## config.mk

```make
export PLATFORM = sky130hd
export DESIGN_NAME = ffa_cell
export DESIGN_NICKNAME = d
export VERILOG_FILES = /design/src/rtl/ffa_pkg.sv /design/src/rtl/ffa_cell.sv
export SDC_FILE = /design/constraint.sdc
export NUM_CORES = 1
export LEC_CHECK = 0
export ABC_AREA = 1
export BUFFER_PORTS_ARGS = -buffer_cell sky130_fd_sc_hd__buf_2
export CORE_MARGIN = 3
export CORE_UTILIZATION = 50
export DETAILED_ROUTE_END_ITERATION = 6
export PLACE_DENSITY = 0.87
export SYNTH_ARGS = -nofsm -noshare
export SYNTH_HDL_FRONTEND = slang
export SYNTH_SLANG_ARGS = --single-unit
```

## constraint.sdc

```tcl
create_clock -name clk -period 11.6 [get_ports clk]
set_input_delay 3.48 -clock clk [delete_from_list [all_inputs] [get_ports clk]]
set_output_delay 3.48 -clock clk [all_outputs]
set_load 0.02 [all_outputs]
```

## src/rtl/ffa_pkg.sv

```systemverilog
`default_nettype none
package ffa_pkg;

  localparam int unsigned ADDR_W = 32;
  localparam int unsigned LEN_W  = 25;
  localparam int unsigned ALIGN_W = 17;

  // Reset values of the two config registers
  localparam logic [ADDR_W-1:0] RST_BASE  = 32'h0000_0000;
  localparam logic [LEN_W-1:0]  RST_BYTES = 25'h100_0000;

  localparam logic [1:0] OP_ALLOC = 2'd0;
  localparam logic [1:0] OP_FREE  = 2'd1;
  localparam logic [1:0] OP_CLEAR = 2'd2;

  typedef enum logic [2:0] {
    ST_OK      = 3'd0,
    ST_NOFIT   = 3'd1,
    ST_ZERO    = 3'd2,
    ST_UNKNOWN = 3'd3,
    ST_FULL    = 3'd4
  } stat_t;

  // Free extent held in one cell
  typedef struct packed {
    logic [ADDR_W-1:0] start;
    logic [LEN_W-1:0]  len;
  } ext_t;

  // Allocation record kept in RAM
  typedef struct packed {
    logic [ADDR_W-1:0] addr;
    logic [ADDR_W-1:0] start;
    logic [LEN_W-1:0]  len;
  } rec_t;

  // Broadcast command to the cell row
  typedef enum logic [2:0] {
    CMD_HOLD,
    CMD_WRITE,   // load data at idx
    CMD_INSERT,  // load data at idx, cells above take lower neighbor
    CMD_REMOVE,  // cells at idx and above take upper neighbor
    CMD_MERGE    // load data at idx, cells above take upper neighbor
  } cmd_t;

  typedef struct packed {
    cmd_t cmd;
    ext_t data;
  } ext_ctl_t;

  typedef enum logic [3:0] {
    S_IDLE,
    S_REC_FIND,
    S_EXT_PAD,
    S_EXT_FIT,
    S_FR_RD,
    S_FR_CMP,
    S_FR_SCAN,
    S_FR_EDIT
  } state_t;

  // Padding that puts a header below the next aligned address
  function automatic logic [ALIGN_W-1:0] pad_adj(input logic [15:0] st_lo,
                                                 input logic [3:0] alog,
                                                 input logic [6:0] hdr);
    logic [ALIGN_W-1:0] mask;
    logic [ALIGN_W-1:0] a0;
    logic [ALIGN_W-1:0] need;
    logic [ALIGN_W-1:0] adj;
    mask = (ALIGN_W'(1) << alog) - ALIGN_W'(1);
    a0   = (ALIGN_W'(0) - {1'b0, st_lo}) & mask;
    need = ALIGN_W'(hdr) - a0;
    adj  = a0;
    if (a0 < ALIGN_W'(hdr)) begin
      adj = a0 + ((need + mask) & ~mask);
    end
    return adj;
  endfunction

endpackage
`default_nettype wire

```

## src/rtl/ffa_cell.sv

```systemverilog
`default_nettype none
module ffa_cell
  import ffa_pkg::*;
#(
  parameter int unsigned IW  = 4,
  parameter int unsigned IDX = 0
) (
  input  wire logic          clk,
  input  wire logic          rst_n,
  input  wire ext_t          rst_val,
  input  wire ext_ctl_t      ctl,
  input  wire logic [IW-1:0] idx,
  input  wire ext_t          nb_lo,
  input  wire ext_t          nb_hi,
  output ext_t               q
);

  localparam logic [IW-1:0] MY_IDX = IW'(IDX);

  ext_t q_nxt;

  // Local decision from the broadcast command and own position
  always_comb begin
    q_nxt = q;
    case (ctl.cmd)
      CMD_WRITE: begin
        if (MY_IDX == idx) q_nxt = ctl.data;
      end
      CMD_INSERT: begin
        if (MY_IDX == idx) q_nxt = ctl.data;
        else if (MY_IDX > idx) q_nxt = nb_lo;
      end
      CMD_REMOVE: begin
        if (MY_IDX >= idx) q_nxt = nb_hi;
      end
      CMD_MERGE: begin
        if (MY_IDX == idx) q_nxt = ctl.data;
        else if (MY_IDX > idx) q_nxt = nb_hi;
      end
      default: q_nxt = q;
    endcase
  end

  always_ff @(posedge clk) begin
    if (!rst_n) begin
      q <= rst_val;
    end else begin
      q <= q_nxt;
    end
  end

endmodule
`default_nettype wire

```

==> results.json, run 1 <==
{
  "syn_inst": 1002,
  "min-delay-start": "rst_val[12]",
  "reg.largest.list": "q x57",
  "synth_area_um2": 5781,
  "num_rows": 38,
  "setup_tns_ps": 0,
  "grt_util_all_layers_pct": 30.29,
  "ys_warn_count": 0,
  "synth-seq-cells": 57,
  "place_ws_ps": 4718,
  "timing.final.crit_share_pct": 56.68,
  "avgSynthCellArea_um2": 5.769,
  "worstPathMaxFanout": 57,
  "synth_fp_nets": 1239,
  "min_to": "q[12]$_DFFE_PP_",
  "peakVddDrop_v": 0.00006170,
  "grt_max_degree": 114,
  "finalSetupViolations": 0,
  "htreeDepth": 3,
  "cellPowerDensity_nw_per_um2": 97.69,
  "setup_slack_ps": 5025,
  "min_path_cells": 3,
  "post-cts-setup-buffers": 0,
  "hpwl_um": 14040,
  "nets": 1473,
  "final_max_slew_viol_count": 0,
  "stdcell_count": 1382,
  "die_y_um": 113.5,
  "min_period_ps": 6575,
  "max-cap-violations": 0,
  "crit_arrival_ps": 6530,
  "yosys.area.top_type": "nand2_1",
  "largest_reg_flops": 57,
  "numClockSinks": 57,
  "p_leak_uw": 0.004058,
  "cts-root-buf": "clkbuf_16",
  "path_class": "input pin to flop",
  "cts_resized": 0,
  "dieArea_um2": 12890,
  "die_w_um": 113.5,
  "tightestPinTransition_ps": 1129,
  "fillers": 1089,
  "io_buffer_count": 293,
  "multi_input_area_um2": 3513,
  "antenna_found_initial": 3,
  "yosysSeqAreaShare_pct": 29.61,
  "status": "complete, no violations",
  "drt_first_pass_iters": 5,
  "post_drt_via_cell_ratio": 5.386,
  "hold_viol_final": 0,
  "dr.first_iter.drc_count": 671,
  "io_pins": 294,
  "avgRoutedWirePerCell_um": 14.82,
  "layout_commonest_cell": "nand2_1",
  "crit_path_end_kind": "flop",
  "grt_pass1_vias": 6687,
  "timing.fmax_ghz": 0.1521,
  "worstPathRequired_ps": 11550,
  "area_growth_pct": 27.92,
  "final_cell_mix": "nand2_1, buf_2, nand3_1",
  "drtAntennaViolNets": 0,
  "gp_congestion": 0.8873,
  "cts_tree": "yes",
  "dp_cells": 1365,
  "synth.distinct_cells": 17,
  "rsz0062_at_grt": "false",
  "routed_wl_um": 20480,
  "drive_above_1_share_pct": 26.11,
  "initial_utilization_pct": 52.18,
  "grt_pass1_wl_um": 31880,
  "cts-buffers-inserted": 9,
  "regMostFlops": "q",
  "cts.hold.buffers_added": 0,
  "synth_top_area_share_pct": 32.27,
  "seq_area_um2": 1712,
  "path_clk_slew_ps": 60,
  "grt_overflow": 0,
  "synth_top_cells_by_area": "nand2_1, edfxtp_1, nand3_1",
  "drcViolationCount": 0,
  "hp-class": "input pin to flop",
  "coreArea_um2": 11080,
  "start_kind": "input pin",
  "clock_path_buffers": 2,
  "holdWs_ps": 3424,
  "slew_headroom_pct": 24.67,
  "num_vias": 7443
}
==> layout make-up <==
class,count,area share [%]
antenna,1,0.03384
clock buffer,11,3.147
clock inverter,5,0.3046
inverter,60,3.046
multi-input combinational,809,47.51
sequential,57,23.15
tap,140,2.369
timing repair buffer,299,20.44
==> how the worst max path moves through the flow <==
stage	start	to	slack, ps
3_5_place_dp	ctl[57]	q[12]$_DFFE_PP_	4720
4_1_cts	ctl[57]	q[28]$_DFFE_PP_	5060
5_1_grt	ctl[57]	q[4]$_DFFE_PP_	4840
3_3_place_gp	ctl[57]	q[22]$_DFFE_PP_	4770
2_1_floorplan	ctl[58]	q[0]$_DFFE_PP_	2790
6_report	ctl[57]	q[4]$_DFFE_PP_	5030
==> cell usage after synthesis (all sizes together) <==
library cell,instances
buf,35
edfxtp,57
nand3b,24
o21ai,57
nand3,122
nand2,500
inv,60
nor2,74
nand4,32
clkbuf,41
==> through the flow <==
stage | utilization [%] | instance area, um^2 | total power [uW]
global route | 66.75 | 7395 | 761.4
CTS | 66.73 | 7392 | 723.9
finish | 66.75 | 7395 | 722.4
global placement | 64.42 | 7137 | 484.5
detailed placement | 64.42 | 7137 | 488.4
floorplan | - | 5781 | 402.8
==> cells by family after synthesis <==
kind of cell	synth area share, %
AOI/OAI and AO/OA	4.935
buffers and inverters	10.28
DFF	29.61
and+or+nand+nor	55.17
==> power breakdown <==
group          internal [uW]  switching, uW
Sequential               255           5.61
Clock                    142           94.2
Combinational           82.8            143
Total                    480            243
==> critical path: stages <==
cell and delay, ps:
buf_2 330, nor2_8 220, nand2_4 260, inv_2 850, nor2_1 160, o21ai_4 580
buf_4 580
==> per-layer routing <==
layer	part of all wire [%]	GRT usage, %
met1	38	37.27
met2	48	51.67
met3	11	7.427
met4	3.1	10.66
met5	0.13	0
Power figures use the tool's default switching activity.
==> inputs of run 2 (changes only) <==
- ABC_AREA: 1 -> 0
- CORE_ASPECT_RATIO: default -> 1.5
- CORE_UTILIZATION: 50 -> 40
- PLACE_DENSITY: 0.87 -> 0.78
- clock period: 11.6 -> 5.8 ns (I/O delays scaled with it)
==> results.json, run 2 <==
{
  "cellPowerDensity_nw_per_um2": 225.6,
  "die_w_um": 95.99,
  "routed_wl_um": 19650,
  "yosysSeqAreaShare_pct": 35.23,
  "drcViolationCount": 0,
  "area_growth_pct": 36.60,
  "gp_congestion": 0.8488,
  "cts.hold.buffers_added": 0,
  "dr.first_iter.drc_count": 384,
  "num_vias": 6448,
  "status": "complete, no violations",
  "post_drt_via_cell_ratio": 6.129,
  "yosys.area.top_type": "edfxtp_1",
  "synth_top_cells_by_area": "edfxtp_1, a21oi_1, a221o_1",
  "drive_above_1_share_pct": 36.03,
  "worstPathMaxFanout": 36,
  "hp-class": "input pin to flop",
  "placed_cell_area_um2": 6326,
  "grt_pass1_wl_um": 29990,
  "synth_top_cells_by_count": "a21oi_1, nand2_1, nor2_1",
  "crit_arrival_ps": 3950,
  "max-cap-violations": 0,
  "min_to": "q[39]$_DFFE_PP_",
  "timing.final.crit_share_pct": 66.99,
  "min_path_cells": 2,
  "worstPathRequired_ps": 5870,
  "timing.fmax_ghz": 0.2574,
  "coreArea_um2": 11710,
  "yosysMostFrequentCell": "a21oi_1",
  "dieArea_um2": 13530,
  "slew_headroom_pct": 49.58,
  "synth_fp_nets": 888,
  "hpwl_um": 13430,
  "final_cell_mix": "buf_2, a21oi_1, nand2_1",
  "fillers": 1152,
  "cts-buffers-inserted": 9,
  "path_class": "input pin to flop",
  "largest_reg_flops": 57,
  "cts-root-buf": "clkbuf_16",
  "antenna_found_initial": 0,
  "avgRoutedWirePerCell_um": 18.68,
  "grt_overflow": 0,
  "finalSetupViolations": 0,
  "numClockSinks": 57,
  "drtAntennaViolNets": 0,
  "syn_inst": 651,
  "grt_pass1_vias": 6191,
  "initial_utilization_pct": 41.49,
  "start_kind": "input pin",
  "place_ws_ps": 1609,
  "crit_path_end_kind": "flop",
  "cts_resized": 0,
  "post-cts-setup-buffers": 0,
  "nets": 1134,
  "reg.largest.list": "q x57",
  "min-delay-start": "rst_val[39]",
  "regMostFlops": "q",
  "layout_commonest_cell": "buf_2",
  "final_cell_area_um2": 6636,
  "synth-main-ff-cell": "edfxtp_1",
  "synth_top_area_share_pct": 35.23,
  "min_period_ps": 3885,
  "setup_slack_ps": 1915,
  "num_antenna_cells": 0,
  "die_y_um": 141.0,
  "peakVddDrop_v": 0.0001162,
  "grt_util_all_layers_pct": 27.74,
  "synth-seq-cells": 57,
  "grt_max_degree": 60,
  "async_flop_share_pct": 0,
  "ys_warn_count": 0,
  "tightestPinTransition_ps": 756.4,
  "avgSynthCellArea_um2": 7.463,
  "io_pins": 294,
  "io_buffer_count": 293,
  "drt_first_pass_iters": 6,
  "synth_edf_count": 57,
  "num_rows": 48,
  "clock_path_buffers": 2,
  "htreeDepth": 3,
  "setup_tns_ps": 0,
  "rsz0062_at_grt": "false",
  "synth_area_um2": 4858,
  "path_clk_slew_ps": 60,
  "p_leak_uw": 0.002921,
  "cts_tree": "yes",
  "synth.distinct_cells": 23,
  "hold_viol_final": 0,
  "final_max_slew_viol_count": 0
}
[run 2: worst max-delay path by stage]
stage,to,slack (ps),cells past startpoint,start
CTS,q[17]$_DFFE_PP_,1950,6,ctl[59]
floorplan,q[0]$_DFFE_PP_,1310,7,ctl[59]
detailed placement,q[12]$_DFFE_PP_,1610,6,ctl[59]
finish,q[17]$_DFFE_PP_,1910,6,ctl[59]
global route,q[24]$_DFFE_PP_,1820,6,ctl[59]
global placement,q[46]$_DFFE_PP_,1640,6,ctl[59]
[run 2: power by group]
group	internal (uW)	switching, uW	leakage (uW)
logic	168	242	0.00221
registers	511	11.6	0.000558
clock network	371	194	0.000150
total	1050	447	0.00292
[run 2: layout make-up]
type	count	area, um^2	share of cell area (%)
Multi-Input combinational cell	524	2873	43.29
Sequential cell	57	1712	25.79
Timing Repair Buffer	304	1549	23.34
Inverter	1	5.005	0.07541
Tap cell	150	187.7	2.828
Clock inverter	7	85.08	1.282
Clock buffer	9	225.2	3.394
[run 2: metrics by stage]
stage          hold slack [ps]  total power, uW  cells  utilization, %
6_report                  1719             1497   1052           56.67
5_1_grt                   1707             1566   1052           56.67
4_1_cts                   1708             1503   1052           56.67
3_5_place_dp              2048            936.7   1036           54.02
3_3_place_gp              2047            931.0   1036           54.02
2_1_floorplan             1960            756.8    651               -
[run 2: worst max-delay path, stage by stage]
cell	delay, ps
buf_2	430
or3b_2	760
buf_4	380
a21oi_1	170
a21oi_1	90
a221o_1	350
[run 2: routing by layer]
| layer | track usage (%) | vias up | part of all wire (%) |
|---|---|---|---|
| li1 | - | 2964 | - |
| met1 | 32.53 | 2965 | 35 |
| met2 | 46.60 | 447 | 50 |
| met3 | 5.606 | 72 | 11 |
| met4 | 14.54 | 0 | 3.9 |
| met5 | 0 | - | 0 |
[run 2: cell families (layout without fill, tap and decap cells)]
family	count (synthesis)	count (layout)	share of synthesized area, %
AOI/OAI and AO/OA	340	340	43.81
and+or+nand+nor	184	184	14.89
buffers and inverters	70	321	6.078
DFF	57	57	35.23
==> inputs of run 3 (changes only) <==
- CORE_AREA: default -> 3 3 112 114
- CORE_ASPECT_RATIO: 1.5 -> default
- CORE_MARGIN: 3 -> default
- CORE_UTILIZATION: 40 -> default
- DIE_AREA: default -> 0 0 115 117
- PLACE_DENSITY: 0.78 -> 0.77
- clock period: 5.8 -> 3.85 ns (I/O delays scaled with it)
==> results.json, run 3 (synthesized netlist as in run 2, its figures left out) <==
{
  "stdcell_count": 1048,
  "num_vias": 6374,
  "path_clk_slew_ps": 50,
  "die_y_um": 117,
  "dr.first_iter.drc_count": 860,
  "routed_wl_um": 19590,
  "grtUsageMet2_pct": 46.76,
  "gp_congestion": 0.8677,
  "path_class": "input pin to flop",
  "start_kind": "input pin",
  "drcViolationCount": 0,
  "io_buffer_count": 293,
  "placed_cell_area_um2": 6372,
  "cts-buffers-inserted": 9,
  "clock_path_buffers": 2,
  "min-delay-start": "rst_val[29]",
  "dieArea_um2": 13460,
  "grt_use_met3_pct": 6.067,
  "numClockSinks": 57,
  "grt_use_met1_pct": 33.47,
  "setup_tns_ps": 0,
  "fillers": 1101,
  "post-route-util_pct": 57.52,
  "tightestPinTransition_ps": 712.7,
  "final_cell_mix": "buf_2, a21oi_1, nand2_1",
  "coreArea_um2": 11520,
  "p_leak_uw": 0.002926,
  "cts.hold.buffers_added": 0,
  "finalSetupViolations": 0,
  "top_usage_layer": "met2",
  "rsz0062_at_grt": "false",
  "hpwl_um": 13320,
  "io_pins": 294,
  "final_cell_area_um2": 6624,
  "drive_above_1_share_pct": 36.13,
  "crit_arrival_ps": 3210,
  "hold_viol_final": 0,
  "num_antenna_cells": 0,
  "grt_overflow": 0,
  "min_period_ps": 3017,
  "cellPowerDensity_nw_per_um2": 318.7,
  "hp-class": "input pin to flop",
  "post-cts-setup-buffers": 0,
  "initial_utilization_pct": 42.19,
  "grt_pass1_wl_um": 29540,
  "reg.largest.list": "q x57",
  "area_growth_pct": 36.34,
  "status": "complete, no violations",
  "grt_pass1_vias": 5920,
  "post_drt_via_cell_ratio": 6.082,
  "grt_max_degree": 114,
  "worstPathMaxFanout": 34,
  "peakVddDrop_v": 0.0001467,
  "avgRoutedWirePerCell_um": 18.69,
  "final_max_slew_viol_count": 0,
  "cts-root-buf": "clkbuf_16",
  "die_w_um": 115,
  "timing.fmax_ghz": 0.3314,
  "antenna_found_initial": 0,
  "place_ws_ps": 567.9,
  "worstSetupStartpoint": "ctl[58]",
  "crit_path_end_kind": "flop",
  "timing.final.crit_share_pct": 78.37,
  "max-cap-violations": 0,
  "cts_resized": 0,
  "grt_util_all_layers_pct": 27.34,
  "min_path_cells": 2,
  "setup_slack_ps": 832.9,
  "layout_commonest_cell": "buf_2",
  "htreeDepth": 3,
  "worstPathRequired_ps": 4040,
  "slew_headroom_pct": 52.49,
  "nets": 1138,
  "drt_first_pass_iters": 7,
  "largest_reg_flops": 57,
  "regMostFlops": "q",
  "num_rows": 39,
  "dp_cells": 1033,
  "drtAntennaViolNets": 0,
  "cts_tree": "yes"
}
## run 3: path summary, 6_finish.rpt
path	endpoint	slack (ps)
setup / recovery	q[51]$_DFFE_PP_	830
hold / removal	q[29]$_DFFE_PP_	1140
## run 3: where the power goes
group | internal [uW] | switching (uW) | leakage [uW]
Combinational | 256 | 367 | 0.00224
Clock | 421 | 281 | 0.000127
Sequential | 770 | 17.2 | 0.000558
Total | 1450 | 665 | 0.00293
## run 3: critical path: stages
cell and delay (ps):
buf_2 440, and3b_2 780, buf_4 400, a22oi_1 110, o21ai_0 140, a221o_1 170
## run 3: per-layer routing
| layer | wire, um | vias to the layer above |
|---|---|---|
| li1 | - | 2980 |
| met1 | 7582 | 2936 |
| met2 | 9524 | 418 |
| met3 | 2012 | 40 |
| met4 | 469 | 0 |
| met5 | 0 | - |
## run 3: final cells by class
| cell class | count | area (um^2) | area share [%] |
|---|---|---|---|
| multi-input cells | 524 | 2873 | 43.37 |
| flip-flops and latches | 57 | 1712 | 25.84 |
| repair buffers | 308 | 1604 | 24.22 |
| clock buffers | 9 | 225.2 | 3.400 |
| well taps | 143 | 178.9 | 2.701 |
| clock inverters | 6 | 26.28 | 0.3967 |
| inverters | 1 | 5.005 | 0.07556 |
## run 3: through the flow
stage          total power, uW  hold slack (ps)
2_1_floorplan             1139             1375
3_3_place_gp              1408             1464
3_5_place_dp              1416             1463
4_1_cts                   2112             1124
5_1_grt                   2210             1124
6_report                  2111             1135
