$ cat src/rtl/ffa_ram.sv
`default_nettype none
module ffa_ram #(
  parameter int unsigned WIDTH = 8,
  parameter int unsigned DEPTH = 16
) (
  input  wire logic                     clk,
  input  wire logic                     we,
  input  wire logic [$clog2(DEPTH)-1:0] waddr,
  input  wire logic [WIDTH-1:0]         wdata,
  input  wire logic [$clog2(DEPTH)-1:0] raddr,
  output logic      [WIDTH-1:0]         rdata
);

  logic [WIDTH-1:0] mem [DEPTH];

  // One write port, registered read port
  always_ff @(posedge clk) begin
    if (we) begin
      mem[waddr] <= wdata;
    end
    rdata <= mem[raddr];
  end

endmodule
`default_nettype wire

$ cat config.mk
export PLATFORM = sky130hd
export DESIGN_NAME = ffa_ram
export DESIGN_NICKNAME = d
export VERILOG_FILES = /design/src/rtl/ffa_ram.sv
export SDC_FILE = /design/constraint.sdc
export NUM_CORES = 1
export LEC_CHECK = 0
export BUFFER_PORTS_ARGS = -buffer_cell sky130_fd_sc_hd__buf_2
export CORE_MARGIN = 5
export CORE_UTILIZATION = 60
export DETAILED_ROUTE_END_ITERATION = 10
export GPL_TIMING_DRIVEN = 0
export PLACE_DENSITY = 0.83
export SKIP_CTS_REPAIR_TIMING = 1
export SYNTH_ARGS = -nofsm -noshare
export SYNTH_HDL_FRONTEND = slang
export SYNTH_SLANG_ARGS = --single-unit
$ cat constraint.sdc
create_clock -name clk -period 2.2 [get_ports clk]
set_input_delay 0.33 -clock clk [delete_from_list [all_inputs] [get_ports clk]]
set_output_delay 0.33 -clock clk [all_outputs]
set_load 0.005 [all_outputs]
==> results.sh, run 1 <==
export IMPL_outcome="completed"
export IMPL_dieArea_um2=10500
export IMPL_ff2ff_path_depth=3
export IMPL_clock_skew_ns=0.00986
export IMPL_ys_top_cells_by_area="edfxtp_1 75%, mux4_2 7.9%, mux4_1 7.1%"
export IMPL_rsz0062_at_grt="false"
export IMPL_h_tree_depth=4
export IMPL_hp_class="in2reg"
export IMPL_vias=2491
export IMPL_worstPathArrival_ns=1.94
export IMPL_slowest_stage="nor3_1"
export IMPL_p_total_w=0.00598
export IMPL_hpwl_mm=5.86
export IMPL_ys_warn_count=0
export IMPL_worstPathRequired_ns=2.32
export IMPL_dr_first_iter_drc_count=221
export IMPL_die_height_um=103
export IMPL_clock_latency_ns=0.51
export IMPL_cp_num_buf_inv=1
export IMPL_root_buffer="clkbuf_8"
export IMPL_synthToLayoutAreaGrowth_pct=16.6
export IMPL_drive_gt1_share_pct=29.5
export IMPL_finalCritPeriodShare_pct=82.8
export IMPL_power_density_nw_per_um2=997
export IMPL_p_leak_nw=2.03
export IMPL_ctsLongestPathBuffers=2
export IMPL_cp_start_kind="primary input"
export IMPL_finalWirelength_mm=10.1
export IMPL_grt_first_pass_wirelength_mm=15.4
export IMPL_synth_fp_nets=247
export IMPL_nFillCells=450
export IMPL_finalHoldViolCount=0
export IMPL_netlist_instances=229
export IMPL_grt_overflow=0
export IMPL_tightest_slew_ns=1.23
export IMPL_yosysSeqAreaShare_pct=77.8
export IMPL_cts_tree="built"
export IMPL_min_from="wdata[6]"
export IMPL_ios=26
export IMPL_synth_cell_types=19
export IMPL_gp_congestion=0.750
export IMPL_fin_crit_ns=1.82
export IMPL_path_clk_slew_ns=0.06
export IMPL_drc=0
export IMPL_setup_viol=0
export IMPL_worst_path_max_fanout=8
export IMPL_groute_usage_overall_pct=21.7
export IMPL_die_w_um=103
export IMPL_core_area_um2=8300
export IMPL_post_drt_via_cell_ratio=6.39
export IMPL_slew_headroom_pct=17.6
export IMPL_seqCellArea_um2=4000
export IMPL_cp_end_kind="flop"
export IMPL_hold_depth=1
export IMPL_grt_max_degree=17
export IMPL_max_stage_delay_ns=0.96
export IMPL_initial_core_util_pct=62.0
export IMPL_synth_top_cell_area_share_pct=74.7
export IMPL_antenna_cells=0
export IMPL_rr_endpoint="rdata[7]$_DFF_P_"
export IMPL_fin_nets=290
export IMPL_r2r_start="mem[3][7]$_DFFE_PP_"
export IMPL_whs_ns=0.215
export IMPL_max_cap_violations=0
export IMPL_ys_ff_latch=136
export IMPL_avgSynthCellArea_um2=22.5
export IMPL_r2r_setup_slack_ns=0.74
export IMPL_port_buffers=24
export IMPL_final_antenna_net_count=0
export IMPL_cts_buffers_inserted=17
export IMPL_antenna_found_initial=0
export IMPL_multi_input_area_um2=1060
export IMPL_cp_top_family="simple AND/OR/NAND/NOR gates"
export IMPL_critPathKind="in2reg"
export IMPL_first_pass_iters=6
export IMPL_grt_pass1_vias=2534
export IMPL_rows=33
export IMPL_route_detailed_wl_per_inst_um=25.8
export IMPL_crit_chain="buf_2, or3b_2, nor3_1"
export IMPL_netlist_area_um2=5150
export IMPL_drv_slew=0
export IMPL_max_vdd_ir_drop_mv=0.678
export IMPL_max_clock_freq_mhz=549
export IMPL_cts_sink_count=136
export IMPL_hold_path_end="mem[10][6]$_DFFE_PP_"
export IMPL_yosys_area_top_type="edfxtp_1"
power by group:
part,leakage (nW),switching (W),internal (W),total (W)
logic,0.516,0.000160,0.000115,0.000275
clock network,0.288,0.00101,0.00178,0.00279
registers,1.22,0.0000148,0.00290,0.00291
total,2.03,0.00119,0.00479,0.00598
synthesized netlist by cell type:
cell type	number
and2_1	1
edfxtp_1	128
mux4_1	14
nand2_1	9
clkdlybuf4s25_2	3
or3b_2	1
dfxtp_1	8
buf_2	3
nand3b_1	2
a22oi_1	16
nand3_1	1
buf_4	1
nor2b_1	1
and2b_1	1
nor2_1	13
mux4_2	18
buf_6	3
nand2b_1	2
nor3_1	4
worst max path at each step:
stage             start                  end  slack, ns  cells after the start
2_1_floorplan  waddr[2]  mem[0][0]$_DFFE_PP_       0.38                      2
3_3_place_gp   waddr[2]  mem[0][0]$_DFFE_PP_      -0.11                      3
3_5_place_dp   waddr[2]  mem[0][0]$_DFFE_PP_      -0.06                      3
4_1_cts        waddr[2]  mem[0][5]$_DFFE_PP_       0.42                      3
5_1_grt        waddr[2]  mem[0][5]$_DFFE_PP_       0.34                      3
6_report       waddr[2]  mem[0][5]$_DFFE_PP_       0.38                      3
layer usage:
metal	routed length (um)	track usage, %
met4	231	8.17
met5	0	0
met2	4800	31.7
met1	4250	31.6
met3	794	6.22
worst reg2reg max path, cell delays in order, from the launching register on:
cell,delay (ns)
edfxtp_1,0.39
mux4_2,0.48
a22oi_1,0.39
nand2_1,0.09
sequential cells by signal, indices dropped and copies added, names as in the netlist:
register  cells
rdata         8
mem         128
layout make-up:
cell class | instances | area share, %
flip-flops and latches | 136 | 66.7
multi-input cells | 83 | 17.7
clock buffers | 20 | 7.42
clock inverters | 12 | 2.50
well taps | 105 | 2.19
repair buffers | 24 | 2.00
plain buffers | 10 | 1.44
cell families after synthesis:
| family | synth area share, % |
|---|---|
| flip-flops | 77.8 |
| buffers and inverters | 1.68 |
| AND/OR/NAND/NOR | 3.18 |
| AO/OA/AOI/OAI | 2.33 |
| multiplexers | 15.0 |
cell usage in the layout, fill, tap and decap left out:
| master | count |
|---|---|
| a22oi_1 | 16 |
| and2_1 | 1 |
| and2b_1 | 1 |
| buf_2 | 27 |
| buf_4 | 1 |
| buf_6 | 3 |
| bufinv_16 | 3 |
| clkbuf_1 | 1 |
| clkbuf_16 | 16 |
| clkbuf_8 | 3 |
| clkdlybuf4s25_2 | 3 |
| clkinv_1 | 1 |
| clkinv_2 | 3 |
| clkinv_4 | 3 |
| clkinvlp_4 | 2 |
| dfxtp_1 | 8 |
| edfxtp_1 | 128 |
| mux4_1 | 14 |
| mux4_2 | 18 |
| nand2_1 | 9 |
| nand2b_1 | 2 |
| nand3_1 | 1 |
| nand3b_1 | 2 |
| nor2_1 | 13 |
| nor2b_1 | 1 |
| nor3_1 | 3 |
| nor3_2 | 1 |
| or3b_2 | 1 |
through the flow:
| stage | utilization [%] | cells | TNS, ns | setup slack, ns | instance area [um2] |
|---|---|---|---|---|---|
| floorplan | - | 229 | 0 | 0.377 | 5150 |
| detailed placement | 65.1 | 358 | -0.450 | -0.0565 | 5400 |
| global placement | 65.1 | 358 | -0.866 | -0.108 | 5400 |
| finish | 72.3 | 390 | 0 | 0.379 | 6000 |
| CTS | 72.2 | 390 | 0 | 0.415 | 5990 |
| global route | 72.3 | 390 | 0 | 0.344 | 6000 |
Note: power is estimated with default switching activity, not from simulation.
==> inputs of run 2 (changes only) <==
--- a/config.mk
+++ b/config.mk
@@ -7,10 +7,10 @@
 export LEC_CHECK = 0
 export BUFFER_PORTS_ARGS = -buffer_cell sky130_fd_sc_hd__buf_2
 export CORE_MARGIN = 5
-export CORE_UTILIZATION = 60
+export CORE_UTILIZATION = 54
 export DETAILED_ROUTE_END_ITERATION = 10
 export GPL_TIMING_DRIVEN = 0
-export PLACE_DENSITY = 0.83
+export PLACE_DENSITY = 0.79
 export SKIP_CTS_REPAIR_TIMING = 1
 export SYNTH_ARGS = -nofsm -noshare
 export SYNTH_HDL_FRONTEND = slang
==> constraint.sdc (replaced) <==
create_clock -name clk -period 1.65 [get_ports clk]
set_input_delay 0.2475 -clock clk [delete_from_list [all_inputs] [get_ports clk]]
set_output_delay 0.2475 -clock clk [all_outputs]
set_load 0.005 [all_outputs]
==> results.sh, run 2 (synthesis gave the netlist of run 1 again) <==
export IMPL_cts_tree="built"
export IMPL_cp_start_kind="primary input"
export IMPL_grt_max_degree=17
export IMPL_finalCritPeriodShare_pct=91.6
export IMPL_cts_buffers_inserted=17
export IMPL_route_detailed_wl_per_inst_um=23.7
export IMPL_tightest_slew_ns=1.29
export IMPL_h_tree_depth=4
export IMPL_final_antenna_net_count=0
export IMPL_die_height_um=108
export IMPL_finalSetupTns_ns=0
export IMPL_cts_sink_count=136
export IMPL_synthToLayoutAreaGrowth_pct=18.1
export IMPL_r2r_setup_slack_ns=0.17
export IMPL_hpwl_mm=5.86
export IMPL_dr_first_iter_drc_count=219
export IMPL_highest_layer="met4"
export IMPL_antenna_cells=0
export IMPL_cp_end_kind="flop"
export IMPL_finalWirelength_mm=9.80
export IMPL_groute_usage_overall_pct=18.6
export IMPL_antenna_found_initial=0
export IMPL_regMostFlops="mem"
export IMPL_setup_viol=0
export IMPL_pre_cts_ws_ns=-0.360
export IMPL_met2_length_mm=4.78
export IMPL_root_buffer="clkbuf_8"
export IMPL_post_drt_via_cell_ratio=5.94
export IMPL_wl_met1_mm=3.92
export IMPL_vias=2459
export IMPL_critPathKind="in2reg"
export IMPL_core_area_um2=9280
export IMPL_max_vdd_ir_drop_mv=0.877
export IMPL_fin_area_um2=6080
export IMPL_p_total_w=0.00834
export IMPL_drive_gt1_share_pct=29.1
export IMPL_clock_latency_ns=0.52
export IMPL_grt_overflow=0
export IMPL_fin_ws_ns=0.138
export IMPL_final_instance_count_excl_fill=414
export IMPL_layout_common_cells="128 x edfxtp_1, 27 x buf_2, 18 x mux4_2"
export IMPL_dieArea_um2=11600
export IMPL_fin_nets=290
export IMPL_max_clock_freq_mhz=661
export IMPL_placed_cell_area_um2=5430
export IMPL_drc=0
export IMPL_grt_pass1_vias=2517
export IMPL_drv_slew=0
export IMPL_reg_largest_list="mem x128, rdata x8"
export IMPL_max_cap_violations=0
export IMPL_dr_wl_met3_um=788
export IMPL_finalHoldViolCount=0
export IMPL_final_common_cell="edfxtp_1"
export IMPL_power_density_nw_per_um2=1370
export IMPL_place_inst=382
export IMPL_rows=35
export IMPL_nFillCells=608
export IMPL_p_leak_nw=2.05
export IMPL_outcome="completed"
export IMPL_grt_first_pass_wirelength_mm=14.7
export IMPL_port_buffers=24
export IMPL_largest_reg_flops=128
export IMPL_path_clk_slew_ns=0.06
export IMPL_worstPathArrival_ns=1.64
export IMPL_ios=26
export IMPL_hp_class="in2reg"
export IMPL_clock_skew_ns=0.00641
export IMPL_fin_crit_ns=1.51
export IMPL_initial_core_util_pct=55.4
export IMPL_first_pass_iters=5
export IMPL_worstPathRequired_ns=1.78
export IMPL_ctsLongestPathBuffers=2
export IMPL_rsz0062_at_grt="false"
export IMPL_die_w_um=108
export IMPL_slew_headroom_pct=13.4
export IMPL_worst_path_max_fanout=8
export IMPL_gp_congestion=0.748
[run 2: routing by layer]
layer / up-vias / GRT usage [%]
met2: 117 / 28.8
met3: 24 / 5.28
met5: - / 0
met1: 1257 / 24.1
met4: 0 / 10.0
li1: 1061 / -
[run 2: area by class of cell]
type	instances	area (um2)	area share, %
multi-input cells	83	1060	17.5
clock inverters	14	228	3.75
well taps	129	161	2.65
plain buffers	10	86.3	1.42
flip-flops and latches	136	4000	65.9
clock buffers	18	418	6.87
repair buffers	24	120	1.98
[run 2: path summary, 6_finish.rpt]
kind | from | to | cells past startpoint
max reg2reg | mem[5][0]$_DFFE_PP_ | rdata[0]$_DFF_P_ | 3
min | wdata[6] | mem[1][6]$_DFFE_PP_ | 1
max | waddr[2] | mem[8][4]$_DFFE_PP_ | 3
min reg2reg | mem[11][2]$_DFFE_PP_ | rdata[2]$_DFF_P_ | 3
[run 2: per-stage QoR]
step	utilization [%]	hold WS (ns)
finish	65.5	0.116
detailed placement	58.5	0.625
global route	65.5	0.111
global placement	58.5	0.625
floorplan	-	0.346
CTS	65.5	0.0918
[run 2: power by group]
part	switching [W]	internal, W
combinational	0.000211	0.000153
sequential	0.0000182	0.00386
clock	0.00135	0.00274
total	0.00158	0.00676
[run 2: worst max-delay path: stages]
cell,delay [ns]
buf_2,0.12
nand3b_1,0.25
nor3_1,1.02
==> inputs of run 3 (changes only) <==
--- a/config.mk
+++ b/config.mk
@@ -6,12 +6,13 @@
 export NUM_CORES = 1
 export LEC_CHECK = 0
 export BUFFER_PORTS_ARGS = -buffer_cell sky130_fd_sc_hd__buf_2
+export CELL_PAD_IN_SITES_DETAIL_PLACEMENT = 0
+export CELL_PAD_IN_SITES_GLOBAL_PLACEMENT = 1
 export CORE_MARGIN = 5
-export CORE_UTILIZATION = 54
+export CORE_UTILIZATION = 48
 export DETAILED_ROUTE_END_ITERATION = 10
 export GPL_TIMING_DRIVEN = 0
 export PLACE_DENSITY = 0.79
-export SKIP_CTS_REPAIR_TIMING = 1
 export SYNTH_ARGS = -nofsm -noshare
 export SYNTH_HDL_FRONTEND = slang
 export SYNTH_SLANG_ARGS = --single-unit
==> results.sh, run 3 (synthesis gave the netlist of run 1 again) <==
export IMPL_postCtsHoldBufs=0
export IMPL_first_pass_iters=4
export IMPL_grt_overflow=0
export IMPL_setup_viol=0
export IMPL_cp_top_family="simple AND/OR/NAND/NOR gates"
export IMPL_cp_end_kind="flop"
export IMPL_ctsLongestPathBuffers=2
export IMPL_antenna_found_initial=0
export IMPL_r2r_setup_slack_ns=0.29
export IMPL_endpoint="mem[2][3]$_DFFE_PP_"
export IMPL_critPathKind="in2reg"
export IMPL_post_drt_via_cell_ratio=5.55
export IMPL_ios=26
export IMPL_power_density_nw_per_um2=1330
export IMPL_max_cap_violations=0
export IMPL_antenna_cells=0
export IMPL_fin_area_um2=6050
export IMPL_largest_reg_flops=128
export IMPL_rsz0062_at_grt="false"
export IMPL_fin_nets=290
export IMPL_dieArea_um2=12900
export IMPL_whs_ns=0.133
export IMPL_dr_first_iter_drc_count=222
export IMPL_finalWirelength_mm=9.48
export IMPL_rows=37
export IMPL_fin_util_pct=58.3
export IMPL_r2r_start="mem[10][0]$_DFFE_PP_"
export IMPL_core_area_um2=10400
export IMPL_final_antenna_net_count=0
export IMPL_route_detailed_wl_per_inst_um=22.5
export IMPL_fin_crit_ns=1.43
export IMPL_clock_latency_ns=0.51
export IMPL_slowest_stage="nor2_1"
export IMPL_reg_largest_list="mem x128, rdata x8"
export IMPL_gp_congestion=0.776
export IMPL_nFillCells=760
export IMPL_multi_input_area_um2=1070
export IMPL_crit_chain="buf_2, or3b_2, nor2_1"
export IMPL_drv_slew=0
export IMPL_root_buffer="clkbuf_8"
export IMPL_max_clock_freq_mhz=701
export IMPL_cts_sink_count=136
export IMPL_port_buffers=24
export IMPL_finalHoldViolCount=0
export IMPL_fin_ws_ns=0.223
export IMPL_grt_max_degree=17
export IMPL_hpwl_mm=5.93
export IMPL_pre_cts_ws_ns=-0.434
export IMPL_seqCellArea_um2=4000
export IMPL_layout_common_cells="128 x edfxtp_1, 27 x buf_2, 18 x mux4_2"
export IMPL_die_height_um=114
export IMPL_path_clk_slew_ns=0.06
export IMPL_groute_usage_overall_pct=15.8
export IMPL_synthToLayoutAreaGrowth_pct=17.5
export IMPL_hp_class="in2reg"
export IMPL_cp_startpoint="waddr[2]"
export IMPL_cts_buffers_inserted=17
export IMPL_grt_pass1_vias=2419
export IMPL_grt_first_pass_wirelength_mm=14.3
export IMPL_placed_cell_area_um2=5440
export IMPL_p_leak_nw=2.04
export IMPL_cp_num_buf_inv=1
export IMPL_worstPathArrival_ns=1.56
export IMPL_outcome="completed"
export IMPL_postCtsResizedCells=0
export IMPL_finalCritPeriodShare_pct=86.5
export IMPL_max_vdd_ir_drop_mv=0.663
export IMPL_h_tree_depth=4
export IMPL_max_stage_delay_ns=0.67
export IMPL_p_total_w=0.00804
export IMPL_die_w_um=114
export IMPL_worstPathRequired_ns=1.78
export IMPL_drive_gt1_share_pct=29.5
export IMPL_tightest_slew_ns=1.19
export IMPL_worst_path_max_fanout=8
export IMPL_cp_start_kind="primary input"
export IMPL_regMostFlops="mem"
export IMPL_initial_core_util_pct=49.6
export IMPL_post_cts_buffers=0
export IMPL_cts_tree="built"
export IMPL_drc=0
export IMPL_vias=2336
export IMPL_worst_path_stages=3
export IMPL_final_common_cell="edfxtp_1"
export IMPL_ff2ff_path_depth=3
export IMPL_slew_headroom_pct=20.0
export IMPL_rr_endpoint="rdata[0]$_DFF_P_"
export IMPL_clock_skew_ns=0.00660
==> run 3: changes by cell type in the layout (fill, tap and decap cells not counted) <==
cell,change
clkinv_4,+3
bufinv_16,-2
clkbuf_1,+1
clkinv_1,-1
clkinv_2,+1
clkinvlp_4,-1
inv_6,-1
nor3_1,-1
nor3_2,+1
==> run 3: final cells by class <==
type	instances	area share [%]
flip-flops and latches	136	66.2
multi-input cells	83	17.6
clock buffers	19	6.97
clock inverters	13	2.96
well taps	136	2.81
repair buffers	24	1.99
plain buffers	10	1.43
==> run 3: report_power, final <==
part,switching (W),internal [W],total (W)
Clock,0.00135,0.00244,0.00380
Combinational,0.000207,0.000153,0.000360
Sequential,0.0000167,0.00386,0.00388
==> run 3: worst min-delay path by stage <==
stage                      from                  end  depth (start not counted)
4_1_cts                wdata[4]  mem[5][4]$_DFFE_PP_                          1
2_1_floorplan          wdata[0]  mem[0][0]$_DFFE_PP_                          0
3_5_place_dp   rdata[7]$_DFF_P_             rdata[7]                          1
6_report               wdata[4]  mem[5][4]$_DFFE_PP_                          1
3_3_place_gp   rdata[1]$_DFF_P_             rdata[1]                          1
5_1_grt                wdata[4]  mem[5][4]$_DFFE_PP_                          1
==> run 3: metal layers <==
| layer | vias up | track usage [%] | routed length, um |
|---|---|---|---|
| li1 | 1062 | - | - |
| met1 | 1190 | 22.1 | 4110 |
| met2 | 82 | 23.9 | 4590 |
| met3 | 2 | 4.67 | 729 |
| met4 | 0 | 5.37 | 55 |
| met5 | - | 0 | 0 |
==> run 3: per-stage QoR <==
stage                     instances  TNS (ns)
after floorplan                 229         0
after global placement          389    -15.25
after detailed placement        389    -17.19
after CTS                       421         0
after global routing            421         0
final                           421         0
